[src/scec_pkg.sv]
// Shared types and constants of the serial CRC encode and check unit.
package scec_pkg;

    localparam int unsigned POLY_W      = 32;
    localparam int unsigned DEGREE_W    = 6;
    localparam int unsigned REM_W       = 32;
    localparam int unsigned CFG_INDEX_W = 4;
    localparam int unsigned CFG_DATA_W  = 32;

    localparam logic [POLY_W-1:0]   POLY_LOW_RESET = 32'd7;
    localparam logic [DEGREE_W-1:0] DEGREE_RESET   = 6'd8;

    typedef enum logic [CFG_INDEX_W-1:0] {
        REG_POLY_LOW = 4'd0,
        REG_DEGREE   = 4'd1
    } cfg_index_t;

    typedef enum logic {
        OP_ENCODE = 1'b0,
        OP_CHECK  = 1'b1
    } op_t;

    typedef struct packed {
        logic op;
        logic data_bit;
        logic last;
    } in_word_t;

    typedef struct packed {
        logic [REM_W-1:0] remainder;
        logic             error_flag;
    } out_word_t;

    typedef struct packed {
        logic [POLY_W-1:0]   poly_low;
        logic [DEGREE_W-1:0] degree;
    } cfg_t;

endpackage

[src/scec_crc_step.sv]
// One bit step of the configurable CRC shift register.
module scec_crc_step #(
    parameter int unsigned MAX_DEGREE = 32
) (
    input  scec_pkg::cfg_t          cfg,
    input  logic                    op,
    input  logic                    data_bit,
    input  logic [MAX_DEGREE-1:0]   rem_cur,
    output logic [MAX_DEGREE-1:0]   rem_step
);
    import scec_pkg::*;

    localparam int unsigned EFF_W = $clog2(MAX_DEGREE + 1) + 1;
    localparam int unsigned CMP_W = (EFF_W > DEGREE_W) ? EFF_W : DEGREE_W;

    logic [CMP_W-1:0]      deg_wide;
    logic [CMP_W-1:0]      deg_eff;
    logic [MAX_DEGREE-1:0] mask;
    logic [MAX_DEGREE-1:0] top_sel;
    logic [MAX_DEGREE-1:0] gen;
    logic [MAX_DEGREE-1:0] rem_masked;
    logic [MAX_DEGREE-1:0] shifted;
    logic                  top;
    logic                  feedback;

    assign deg_wide = CMP_W'(cfg.degree);

    always_comb begin
        if (deg_wide == '0) begin
            deg_eff = CMP_W'(1);
        end else if (deg_wide > CMP_W'(MAX_DEGREE)) begin
            deg_eff = CMP_W'(MAX_DEGREE);
        end else begin
            deg_eff = deg_wide;
        end
    end

    always_comb begin
        for (int i = 0; i < MAX_DEGREE; i++) begin
            mask[i]    = (CMP_W'(i) < deg_eff);
            top_sel[i] = (CMP_W'(i + 1) == deg_eff);
        end
    end

    assign gen        = MAX_DEGREE'({{MAX_DEGREE{1'b0}}, cfg.poly_low}) & mask;
    assign rem_masked = rem_cur & mask;
    assign top        = |(rem_masked & top_sel);

    always_comb begin
        if (op == OP_ENCODE) begin
            feedback = top ^ data_bit;
            shifted  = (rem_masked << 1) & mask;
        end else begin
            feedback = top;
            shifted  = ((rem_masked << 1) | MAX_DEGREE'(data_bit)) & mask;
        end
        rem_step = feedback ? (shifted ^ gen) : shifted;
    end

endmodule

[src/serial_crc_encode_check_unit.sv]
// Top level of the bit-serial CRC encoder and checker.
// One message bit is taken per word and cycle, most significant bit first; each
// bit updates the running remainder in the same cycle through one shift and
// XOR stage, so the unit sustains one word per cycle. A word marked last
// yields one registered result word with the remainder right-justified,
// and the running remainder starts again from zero. Results sit in a two-entry
// output buffer, so input words keep flowing while a result waits; input
// stalls only when both entries hold unread results.
module serial_crc_encode_check_unit #(
    parameter int unsigned MAX_DEGREE = 32
) (
    input  logic                                aclk,
    input  logic                                aresetn,
    input  logic                                s_valid,
    output logic                                s_ready,
    input  scec_pkg::in_word_t                  s_data,
    output logic                                m_valid,
    input  logic                                m_ready,
    output scec_pkg::out_word_t                 m_data,
    input  logic                                cfg_valid,
    output logic                                cfg_ready,
    input  logic [scec_pkg::CFG_INDEX_W-1:0]    cfg_index,
    input  logic [scec_pkg::CFG_DATA_W-1:0]     cfg_data
);
    import scec_pkg::*;

    cfg_t                  cfg_reg;
    logic [MAX_DEGREE-1:0] rem_reg;
    logic [MAX_DEGREE-1:0] rem_next;
    logic [MAX_DEGREE-1:0] rem_step;
    logic                  out_valid_reg;
    logic                  skid_valid_reg;
    out_word_t             out_reg;
    out_word_t             skid_reg;
    out_word_t             result;
    logic                  accept;
    logic                  push;
    logic                  pop;

    assign cfg_ready = 1'b1;
    assign s_ready   = !skid_valid_reg;
    assign m_valid   = out_valid_reg;
    assign m_data    = out_reg;
    assign accept    = s_valid && s_ready;
    assign push      = accept && s_data.last;
    assign pop       = out_valid_reg && m_ready;

    always_ff @(posedge aclk) begin
        if (!aresetn) begin
            cfg_reg.poly_low <= POLY_LOW_RESET;
            cfg_reg.degree   <= DEGREE_RESET;
        end else if (cfg_valid) begin
            unique case (cfg_index)
                REG_POLY_LOW: cfg_reg.poly_low <= cfg_data;
                REG_DEGREE:   cfg_reg.degree   <= cfg_data[DEGREE_W-1:0];
                default: ;
            endcase
        end
    end

    scec_crc_step #(
        .MAX_DEGREE(MAX_DEGREE)
    ) u_step (
        .cfg      (cfg_reg),
        .op       (s_data.op),
        .data_bit (s_data.data_bit),
        .rem_cur  (rem_reg),
        .rem_step (rem_step)
    );

    assign result.remainder  = REM_W'({{REM_W{1'b0}}, rem_step});
    assign result.error_flag = |rem_step;

    always_comb begin
        rem_next = rem_reg;
        if (accept) begin
            rem_next = s_data.last ? '0 : rem_step;
        end
    end

    always_ff @(posedge aclk) begin
        if (!aresetn) begin
            rem_reg <= '0;
        end else begin
            rem_reg <= rem_next;
        end
    end

    always_ff @(posedge aclk) begin
        if (!aresetn) begin
            out_valid_reg  <= 1'b0;
            skid_valid_reg <= 1'b0;
        end else if (!out_valid_reg) begin
            out_valid_reg <= push;
            if (push) begin
                out_reg <= result;
            end
        end else if (pop) begin
            if (skid_valid_reg) begin
                out_reg        <= skid_reg;
                skid_valid_reg <= push;
                if (push) begin
                    skid_reg <= result;
                end
            end else begin
                out_valid_reg <= push;
                if (push) begin
                    out_reg <= result;
                end
            end
        end else if (push) begin
            skid_valid_reg <= 1'b1;
            skid_reg       <= result;
        end
    end

endmodule

[config.mk]
export PLATFORM = sky130hd
export DESIGN_NAME = serial_crc_encode_check_unit
export DESIGN_NICKNAME = d
export VERILOG_FILES = /design/src/scec_pkg.sv /design/src/scec_crc_step.sv /design/src/serial_crc_encode_check_unit.sv
export SDC_FILE = /design/constraint.sdc
export NUM_CORES = 1
export LEC_CHECK = 0
export BUFFER_PORTS_ARGS = -buffer_cell sky130_fd_sc_hd__clkbuf_2
export CAP_MARGIN = 15
export CORE_ASPECT_RATIO = 2
export CORE_MARGIN = 1.5
export CORE_UTILIZATION = 59
export DETAILED_ROUTE_END_ITERATION = 7
export PLACE_DENSITY = 0.8
export SKIP_CTS_REPAIR_TIMING = 1
export SLEW_MARGIN = 20
export SYNTH_ARGS = -nofsm -noshare
export SYNTH_HDL_FRONTEND = slang
export SYNTH_SLANG_ARGS = --single-unit
[constraint.sdc]
create_clock -name aclk -period 4.3 [get_ports aclk]
set_input_delay 0.215 -clock aclk [delete_from_list [all_inputs] [get_ports aclk]]
set_output_delay 0.215 -clock aclk [all_outputs]
set_load 0.05 [all_outputs]
=== Word level (Yosys, flattened, before mapping) ===
Index checks and enable logic that the tools add are counted.

* $add $sub $neg: 0
* Bitwise gates (word level): 8
* Muxes and demuxes: 19
* Eq/ne operators: 35
* Multipliers: 0
* Div/mod/pow operators: 0
* Reductions and logical operators: 14
* Magnitude comparators: 33
* Shift operators: 0

{| class="wikitable"
|+ Operators by type and width
! operator !! number
|-
| 2-to-1 mux 33 bit || 7
|-
| bitwise AND 32 bit || 5
|-
| equality test 5 x 6 -> 1 bit (first input constant) || 16
|-
| < comparator 5 x 6 -> 1 bit (first input constant) || 16
|-
| 2-to-1 mux 32 bit || 3
|-
| OR reduction 32 bit || 2
|-
| equality test 4 x 6 -> 1 bit (first input constant) || 8
|-
| < comparator 4 x 6 -> 1 bit (first input constant) || 8
|-
| bitwise OR 32 x 1 -> 32 bit || 1
|-
| XOR 32 bit || 1
|-
| equality test 3 x 6 -> 1 bit (first input constant) || 4
|-
| < comparator 3 x 6 -> 1 bit (first input constant) || 4
|-
| equality test 2 x 6 -> 1 bit (first input constant) || 2
|-
| < comparator 1 x 6 -> 1 bit (first input constant) || 2
|-
| < comparator 2 x 6 -> 1 bit (first input constant) || 2
|-
| 2-to-1 mux 6 bit || 2
|-
| AND reduction 2 bit || 4
|-
| logical NOT 7 bit || 1
|-
| 2-to-1 mux 1 bit || 7
|-
| equality test 1 x 6 -> 1 bit (first input constant) || 1
|-
| equality test 6 bit (first input constant) || 1
|-
| greater-than comparator 6 bit (second input constant) || 1
|-
| equality test 4 x 1 -> 1 bit (second input constant) || 1
|-
| logical NOT 4 bit || 1
|-
| 7 further kinds || 9
|}

* Register bits after elaboration: 138
* Memories: 0
* Memory bits (read-only): 0
* Bits in latches: 0
* Logic and storage cells: 118
* RAM bits: 0
* Output and inout bits: 36
* Input port bits: 44

=== Logic depth before layout (Yosys ltp) ===
Gate-level depths: netlist of run 1.

* Depth after elaboration: 15
* Depth in mapped cells: 15
* Gate-level depth less buffers: 12

=== Cells and area by module ===
Synthesis of run 1 repeated with hierarchy kept, for this count alone.

* Cell total of the unflattened synthesis: 784
* Area total of the unflattened synthesis: 7450.9 sq um

{| class="wikitable"
|+ Modules (own cells, without submodules)
! module !! seq. area each (sq um) !! times used !! cells each !! area an instance (sq um)
|-
| serial_crc_encode_check_unit || 3423.3 || 1 || 510 || 5600.4
|-
| scec_crc_step || 0.0 || 1 || 274 || 1850.5
|}

=== Worst setup path before layout of run 1 ===
Ideal clock, no wire load.

* Path kind: register to register
* Start: register cfg_reg[2] (netlist bit)
* End: register out_reg (netlist bit m_data[0]), data pin
* Setup slack: 0.413 ns
* Cell stages (with the launch flop): 14
* Setup time: 0.254 ns
* Data arrival time: 3.633 ns
* Buffers on the path: 2
* Period minus slack after synthesis: 3.887 ns
* Data required time: 4.046 ns
* Cells stage by stage: dfxtp_1 buf_6 and3_4 o211a_1 a2111oi_2 nand4_2 o21ai_2 buf_6 a31oi_1 o31a_1 or4b_1 or4_1 or4_4 a21o_1

{| class="wikitable"
|+ RTL lines
! element !! RTL line !! RTL
|-
| from (decl) || serial_crc_encode_check_unit.sv:27 || <nowiki>cfg_t cfg_reg;</nowiki>
|-
| to (signal assigned) || serial_crc_encode_check_unit.sv:96 || <nowiki>out_reg <= result;</nowiki>
|-
| to (signal assigned) || serial_crc_encode_check_unit.sv:100 || <nowiki>out_reg <= skid_reg;</nowiki>
|-
| to (signal assigned) || serial_crc_encode_check_unit.sv:108 || <nowiki>out_reg <= result;</nowiki>
|-
| to (decl) || serial_crc_encode_check_unit.sv:33 || <nowiki>out_word_t out_reg;</nowiki>
|}

==> results of run 1 <==
-- per-layer routing --
metal	GRT usage, %	vias up	wire [µm]
met4	25.35	0	1892
li1	-	3091	-
met2	62.59	346	11870
met1	42.58	3177	8452
met3	5.455	101	1452
met5	0	-	0
-- critical path, delay by kind of cell, from the launching register on --
family,cells,cell delay [ns]
AND/OR/NAND/NOR,9,2.59
buffers and inverters,3,0.59
flip-flops,1,0.44
AO/OA/AOI/OAI,2,0.38
-- cells in the mapped netlist, drive strengths merged, types with 17 or more instances --
cell / instances
a21boi: 34
a21oi: 31
a22oi: 31
and3: 17
buf: 24
clkbuf: 34
dfxtp: 72
edfxtp: 66
mux2i: 40
nand2: 137
nand3: 17
nor2: 29
nor2b: 46
o21ai: 45
-- through the flow --
step                setup WS (ns)  util (%)
finish                    0.03985     74.43
global route            -0.007570     74.43
CTS                      -0.08965     73.34
detailed placement       -0.06780     68.77
global placement         -0.01283     68.77
floorplan                  0.4134         -
-- path summary, 6_finish.rpt --
path,to,slack [ns],depth (start not counted)
worst min-delay path,cfg_reg[12],0.01,3
worst max register to register,m_data[0],0.04,14
worst min register to register,cfg_reg[15],0.47,2
worst max-delay path,m_data[0],0.04,14
-- report_power, final --
part	internal, µW	switching, µW
combinational	101	220
sequential	1410	26.4
clock	761	636
total	2280	883
-- cell type report --
cell class              count  area [µm²]
multi-input cells         575        3689
flip-flops and latches    138        3432
fillers                   875        3100
repair buffers            172        1120
clock buffers              18       429.2
well taps                 147       183.9
clock inverters            14       125.1
inverters                  12       45.04
-- cells in the final DEF (no fill, tap or decap), types with 7 or more instances in the layout --
cell type  Yosys  routed
nand2_1      137     137
a22oi_1       31      31
a21boi_0      32      32
nand2b_1      12      11
buf_4          3      90
inv_1         12      12
nor2_1        28      27
mux2i_1       40      40
a31oi_1        9       9
a21oi_1       30      30
nor3_1        15      12
o21ai_0       44      43
nand3_1       15      15
inv_6          0       7
clkbuf_16      0      17
nor2b_1       46      46
and3_1        15      15
dfxtp_1       72      67
clkbuf_2       0      78
edfxtp_1      66      66
-- kinds of logic after synthesis --
logic type,count (synthesis),share of synthesized area [%]
and+or+nand+nor,328,23.48
AOI/OAI and AO/OA,193,18.13
DFF,138,46.79
buffers and inverters,70,4.310
muxes,46,6.396
xor gates and xnor gates,7,0.8381
other,1,0.05126
==> run summary, run 1 <==
Status = finished, final reports clean
Largest net degree at the start of global routing = 75
DRC = 0
Total gr overflow = 0
CORE AREA = 0.01212 mm²
Reg-to-reg startpoint = cfg_reg[0]
CP startpoint = cfg_reg[0]
Static leakage = 0.003527 µW
Layout area overhead = 23.35%
Vias in the first global route = 6666
Tcrit/Tclk final = 99.07%
Initial DRC count = 621
TritonCTS clock tree = yes
DP Area = 0.008338 mm²
Total track usage = 37.50%
Cell Rows = 57
Slew at the pin closest to its max-slew limit = 1.037 ns
Setup crit end kind = flop
Syn Nets = 827
Yosys warning total = 0
Die Wd = 81.74 µm
Area leader, netlist = edfxtp_1
Post-Synthesis Cells = 783
Port bufs = 78
Post-Place Cells = 1042
Type of the worst setup path = reg2reg
DRT Pass-1 Iters = 5
H-tree levels = 4
Top-area cell type share of the netlist area = 27.09%
Final Cell Area = 0.009024 mm²
Final count of hold timing violations = 0
Area contributors post-synth = edfxtp_1 (27%), dfxtp_1 (20%), nand2_1 (7.0%)
Max reg flops = 38
Final antenna diode count = 0
Vias = 6715
Critical Path Most Common Cell = buf_4
Syn_area_per_cell = 9.343 µm²
Worst-path clk slew = 0.07 ns
Post-layout net count = 960
WP data required = 4.48 ns
Die Ht = 160.5 µm
Crit path largest cell delay = 0.55 ns
Post-DR wirelength/cell = 21.99 µm
Top_reg_cell synth = dfxtp_1
Starting Density = 60.34%
Worst Hold Class = in2reg
# clock sinks = 138
Synthesis-stage register bit count = 138
WL final = 23660 µm
I/O pins = 80
Tot Pwr = 3158 µW
Setup TNS = 0 ns
Max_cap viols = 0
VDD IR max = 326.2 µV
Fin cells = 1076
Worst hold slack = 0.01412 ns
Slew Viols, Final = 0
CP max FO = 14
Register area share after synthesis = 46.79%
Total die area = 0.01312 mm²
Critical Path Start Type = flop
Post-synthesis cell area = 0.007316 mm²
Clk_lat worst skew = 0.43 ns
CTS root buffer = clkbuf_16
Setup Viol. Count Final = 0
Post-synth EDFFs = 66
Post-DR vias/cell = 6.241
Final Critical Period = 4.260 ns
Synth unique cells = 74
Wire length of the first global-routing pass = 36180 µm
Final Skew = 0.01471 ns
Hpwl dp = 17660 µm
ANT nets after route = 0
CP Cell Sequence = buf_4 > and4b_2 > nand4_1 > and3_1 > nand4_2 > buf_6 > nor3_4 > nor2_4 > buf_4 > a211oi_1 > or4b_1 > or4_1 > or4_4 > a21o_1
Initial antenna violation count = 0
Min-Delay Startpoint = cfg_data[6]
GP Congestion = 0.9965
Total CTS buffers = 17
Share of cells above drive strength 1 = 26.80%
Fraction of registers with async set/reset = 0%
Clk buf depth = 2
Fmax = 0.2347 GHz
Slowest-stage cell, CP = or4b_1
Power Dens Cells = 350.0 mW/mm²
Rel. slew slack = 30.89%
Arrival time of the worst setup path = 4.44 ns
No activity file was read; power rests on OpenSTA's default activity.
==> run 2, diff against run 1 <==
- ABC_AREA: not set -> 1
==> run summary, run 2 <==
Post-Synthesis Cells = 990
Synth unique cells = 34
Commonest cells in the netlist = nand2_1 (305), a21oi_1 (137), nor2_1 (124)
Final Critical Period = 3.684 ns
WP data required = 4.47 ns
Worst hold slack = -0.003700 ns
Wire length of the first global-routing pass = 30710 µm
Static leakage = 0.003550 µW
Post-layout net count = 1099
Fraction of registers with async set/reset = 0%
Largest net degree at the start of global routing = 50
Met2 usage in global routing = 52.40%
Status = finished with violations
H-tree levels = 4
Most frequent cell after synthesis = nand2_1
Pre-CTS setup slack = 0.6373 ns
Final count of hold timing violations = 1
Tot Pwr = 3170 µW
Port bufs = 78
Hpwl dp = 14460 µm
Register area share after synthesis = 47.20%
Max reg flops = 38
Die Wd = 81.40 µm
Clk_lat worst skew = 0.43 ns
Rel. slew slack = 34.52%
Total track usage = 30.89%
RSZ-0062 raised after global routing = no
Top-area cell type share of the netlist area = 27.32%
Post-DR vias/cell = 5.560
Setup TNS = 0 ns
Layout area overhead = 14.61%
Slew Viols, Final = 0
Setup ws final = 0.6157 ns
Post-synth EDFFs = 66
GP Congestion = 1.006
Syn_area_per_cell = 7.326 µm²
Tcrit/Tclk final = 85.68%
Yosys warning total = 0
Vias in the first global route = 6322
# clock sinks = 138
Leading cell types in the layout, fill and taps excluded = nand2_1 (305), a21oi_1 (136), nor2_1 (123), clkbuf_2 (78), dfxtp_1 (72)
Setup Viol. Count Final = 0
Area contributors post-synth = edfxtp_1 (27%), dfxtp_1 (20%), nand2_1 (16%)
Worst-path clk slew = 0.06 ns
Post-synthesis cell area = 0.007253 mm²
Layer with the highest usage = met2
DRT Pass-1 Iters = 5
TritonCTS clock tree = yes
Type of the worst setup path = reg2reg
Clk buf depth = 2
Cell Int Power = 2264 µW
Final Skew = 0.01344 ns
Comb pwr share = 9.8%
Setup crit end kind = flop
Syn Nets = 1034
Cell Rows = 57
Failing checks = negative hold slack
Power Dens Cells = 381.3 mW/mm²
Share of power burned in registers = 45.3%
Synthesis-stage register bit count = 138
Final antenna diode count = 0
Post-DR wirelength/cell = 15.86 µm
DRC = 0
Met3 usage = 5.314%
CORE AREA = 0.01205 mm²
Share of cells above drive strength 1 = 13.76%
WL final = 19280 µm
CTS root buffer = clkbuf_16
Area leader, netlist = edfxtp_1
Initial antenna violation count = 0
Sw frac = 28.57%
Max_cap viols = 0
Slew at the pin closest to its max-slew limit = 0.9812 ns
I/O pins = 80
Initial DRC count = 404
Total gr overflow = 0
Arrival time of the worst setup path = 3.86 ns
Total CTS buffers = 17
Filler cells = 1065
Psw = 905.6 µW
Fmax = 0.2714 GHz
VDD IR max = 326.5 µV
ANT nets after route = 0
Vias = 6755
CP max FO = 33
Most common cell after layout, fill and taps aside = nand2_1
Top_reg_cell synth = dfxtp_1
Die Ht = 159.8 µm
Starting Density = 60.18%
Clock share of power = 44.9%
Worst Hold Class = in2reg
Met1 Track Usage GR = 35.93%
Critical Path Start Type = flop
Total die area = 0.01301 mm²
[run 2: path summary, 6_finish.rpt]
| path | startpoint | depth (start not counted) | slack (ns) | to |
|---|---|---|---|---|
| worst max-delay path | cfg_reg[5] | 21 | 0.62 | m_data[0] |
| worst min-delay path | m_ready | 2 | -0.004 | skid_valid_reg |
| worst max register to register | cfg_reg[5] | 21 | 0.62 | m_data[0] |
| worst min register to register | cfg_reg[34] | 2 | 0.46 | cfg_reg[34] |
[run 2: layout make-up]
cell class              instances  area [µm²]  share of cell area (%)
flip-flops and latches        138        3423                   41.18
multi-input cells             735        3356                   40.37
repair buffers                 93       505.5                   6.081
clock buffers                  17       425.4                   5.117
inverters                      70       262.8                   3.161
well taps                     147       183.9                   2.213
clock inverters                15       156.4                   1.881
[run 2: critical path, cell delays in order (launching register included)]
cell and delay [ns]:
dfxtp_1 0.59, inv_2 0.22, nand3_1 0.20, nand2_1 0.15, nor2_1 0.29, nor2_1 0.11, nand4_1 0.09, nand2_1 0.05
nor2_1 0.10, nand2_1 0.07, nor2_2 0.18, nand3_2 0.14, nand2_4 0.30, inv_2 0.11, nand2_1 0.08, nand2_1 0.11
nor2_1 0.11, nand2_1 0.05, nor2_1 0.21, nand2_1 0.08, o21ai_1 0.13, a21oi_1 0.07
[run 2: routing by layer]
layer  vias up  routed length (µm)
met3        66                 947
li1       3367                   -
met5         -                   0
met2       241                9856
met1      3081                7523
met4         0                 948
[run 2: kinds of logic (layout without fill, tap and decap cells)]
logic type / Yosys count / count (layout) / share of synthesized area, %
AOI/OAI and AO/OA: 180 / 180 / 12.82
and+or+nand+nor: 522 / 522 / 29.45
DFF: 138 / 138 / 47.20
xor gates and xnor gates: 32 / 32 / 3.864
other: 1 / 1 / 0.05170
buffers and inverters: 117 / 195 / 6.624
[run 2: metrics by stage]
step           utilization, %  instance area (µm²)  std cells
5_1_grt                 68.97                 8313       1215
4_1_cts                 68.89                 8303       1214
3_5_place_dp            64.06                 7721       1182
6_report                68.97                 8313       1215
2_1_floorplan               -                 7253        990
3_3_place_gp            64.06                 7721       1182
[run 2: power groups by stage]
stage,clock (µW),combinational (µW),sequential (µW)
2_1_floorplan,0,138,1550
3_3_place_gp,0,305,1460
3_5_place_dp,0,309,1470
4_1_cts,1430,310,1440
5_1_grt,1490,336,1440
6_report,1420,310,1440
==> run 3, diff against run 2 <==
- REMOVE_ABC_BUFFERS: not set -> 1
==> run summary, run 3 (synthesis results as in run 2) <==
Die Wd = 81.40 µm
Final antenna diode count = 0
Total die area = 0.01301 mm²
Arrival time of the worst setup path = 4.02 ns
CP max FO = 33
Slew Viols, Final = 0
CTS root buffer = clkbuf_16
Clk_lat worst skew = 0.42 ns
Worst setup path endpoint = m_data[0]
Layout area overhead = 14.63%
VDD IR max = 312.0 µV
Total CTS buffers = 17
Share of cells above drive strength 1 = 13.52%
Capture point of the worst reg-to-reg path = m_data[0]
Status = finished, final reports clean
Setup crit end kind = flop
Tcrit/Tclk final = 89.62%
Vias = 6836
CORE AREA = 0.01205 mm²
Post-Place Cells = 1180
Type of the worst setup path = reg2reg
Post-DR vias/cell = 5.640
Worst reg2reg path depth = 21
Max reg flops = 38
Port bufs = 78
Initial DRC count = 473
Largest net degree at the start of global routing = 48
Wire length of the first global-routing pass = 31760 µm
Pre-CTS setup slack = 0.5308 ns
Most common cell after layout, fill and taps aside = nand2_1
Final count of hold timing violations = 0
Rel. slew slack = 26.70%
Setup TNS = 0 ns
Starting Density = 60.18%
I/O pins = 80
Reg-to-reg startpoint = cfg_reg[5]
Post-DR wirelength/cell = 16.26 µm
DRT Pass-1 Iters = 5
DRC = 0
Clk buf depth = 2
GP Congestion = 1.046
Post-layout net count = 1096
Power Dens Cells = 391.6 mW/mm²
Total gr overflow = 0
Final Critical Period = 3.854 ns
Slew at the pin closest to its max-slew limit = 1.098 ns
Fmax = 0.2595 GHz
Worst-path clk slew = 0.06 ns
TritonCTS clock tree = yes
Final Skew = 0.01085 ns
Cell Rows = 57
Worst hold slack = 0.01158 ns
Die Ht = 159.8 µm
# clock sinks = 138
Critical Path Start Type = flop
CP startpoint = cfg_reg[5]
WP data required = 4.47 ns
Total track usage = 31.72%
Flop2flop setup slack = 0.45 ns
WL final = 19700 µm
ANT nets after route = 0
Setup Viol. Count Final = 0
Static leakage = 0.003542 µW
Setup ws final = 0.4465 ns
Max_cap viols = 0
Vias in the first global route = 6428
Leading cell types in the layout, fill and taps excluded = nand2_1 (305), a21oi_1 (136), nor2_1 (123), clkbuf_2 (78), dfxtp_1 (72)
Worst Hold Class = in2reg
Tot Pwr = 3256 µW
Hpwl dp = 14390 µm
Initial antenna violation count = 0
Fin cells = 1212
RSZ-0062 raised after global routing = no
H-tree levels = 4
[run 3: changes by cell type in the layout (fill, tap and decap cells not counted), moves of 2 or more]
cell,previous run,this run
clkinv_4,4,1
buf_4,14,12
bufinv_16,0,2
clkinv_8,3,1
clkinvlp_4,1,3
[run 3: stage by stage]
step	area, µm²	utilization, %
after global routing	8314	68.98
final	8314	68.98
after detailed placement	7706	63.94
after floorplan	7036	-
after CTS	8314	68.98
after global placement	7706	63.94
[run 3: layout make-up]
type	count	area (µm²)
fillers	1067	3739
flip-flops and latches	138	3423
multi-input cells	735	3356
repair buffers	90	480.5
clock buffers	17	425.4
inverters	70	262.8
well taps	147	183.9
clock inverters	15	182.7
[run 3: worst max-delay path: stages (launching register included)]
cell     delay, ns
dfxtp_1       0.59
inv_2         0.23
o21ai_0       0.31
nand2_1       0.16
nand2_1       0.20
nand2_1       0.13
nand3_1       0.09
nand2_1       0.06
nor2_1        0.12
nand2_1       0.07
nor2_2        0.19
nand2_1       0.10
nand2_2       0.10
nand2_4       0.22
nand2_1       0.12
nand2_1       0.14
nor2_1        0.17
nand2_1       0.07
nor2_1        0.22
nand2_1       0.10
o21ai_1       0.13
a21oi_1       0.07
[run 3: worst min-delay path by stage]
stage	from	end	cells past startpoint
2_1_floorplan	aresetn	cfg_reg[6]	1
4_1_cts	cfg_data[16]	cfg_reg[22]	3
3_3_place_gp	m_ready	skid_valid_reg	2
5_1_grt	m_ready	skid_valid_reg	2
6_report	cfg_data[2]	cfg_reg[8]	3
3_5_place_dp	cfg_data[1]	cfg_reg[7]	3
[run 3: per-layer routing]
metal  GRT usage (%)  routed length, µm  up-vias  share of wire, %
met5               0                  0        -                 0
met3           4.286                996       57               5.1
li1                -                  -     3356                 -
met4           16.14                937        0               4.8
met2           53.19              10120      275                51
met1           38.53               7645     3148                39
[run 3: power breakdown]
| part | internal, µW | switching [µW] | total, µW |
|---|---|---|---|
| sequential | 1410 | 22.3 | 1440 |
| clock | 878 | 629 | 1510 |
| combinational | 78.6 | 233 | 312 |
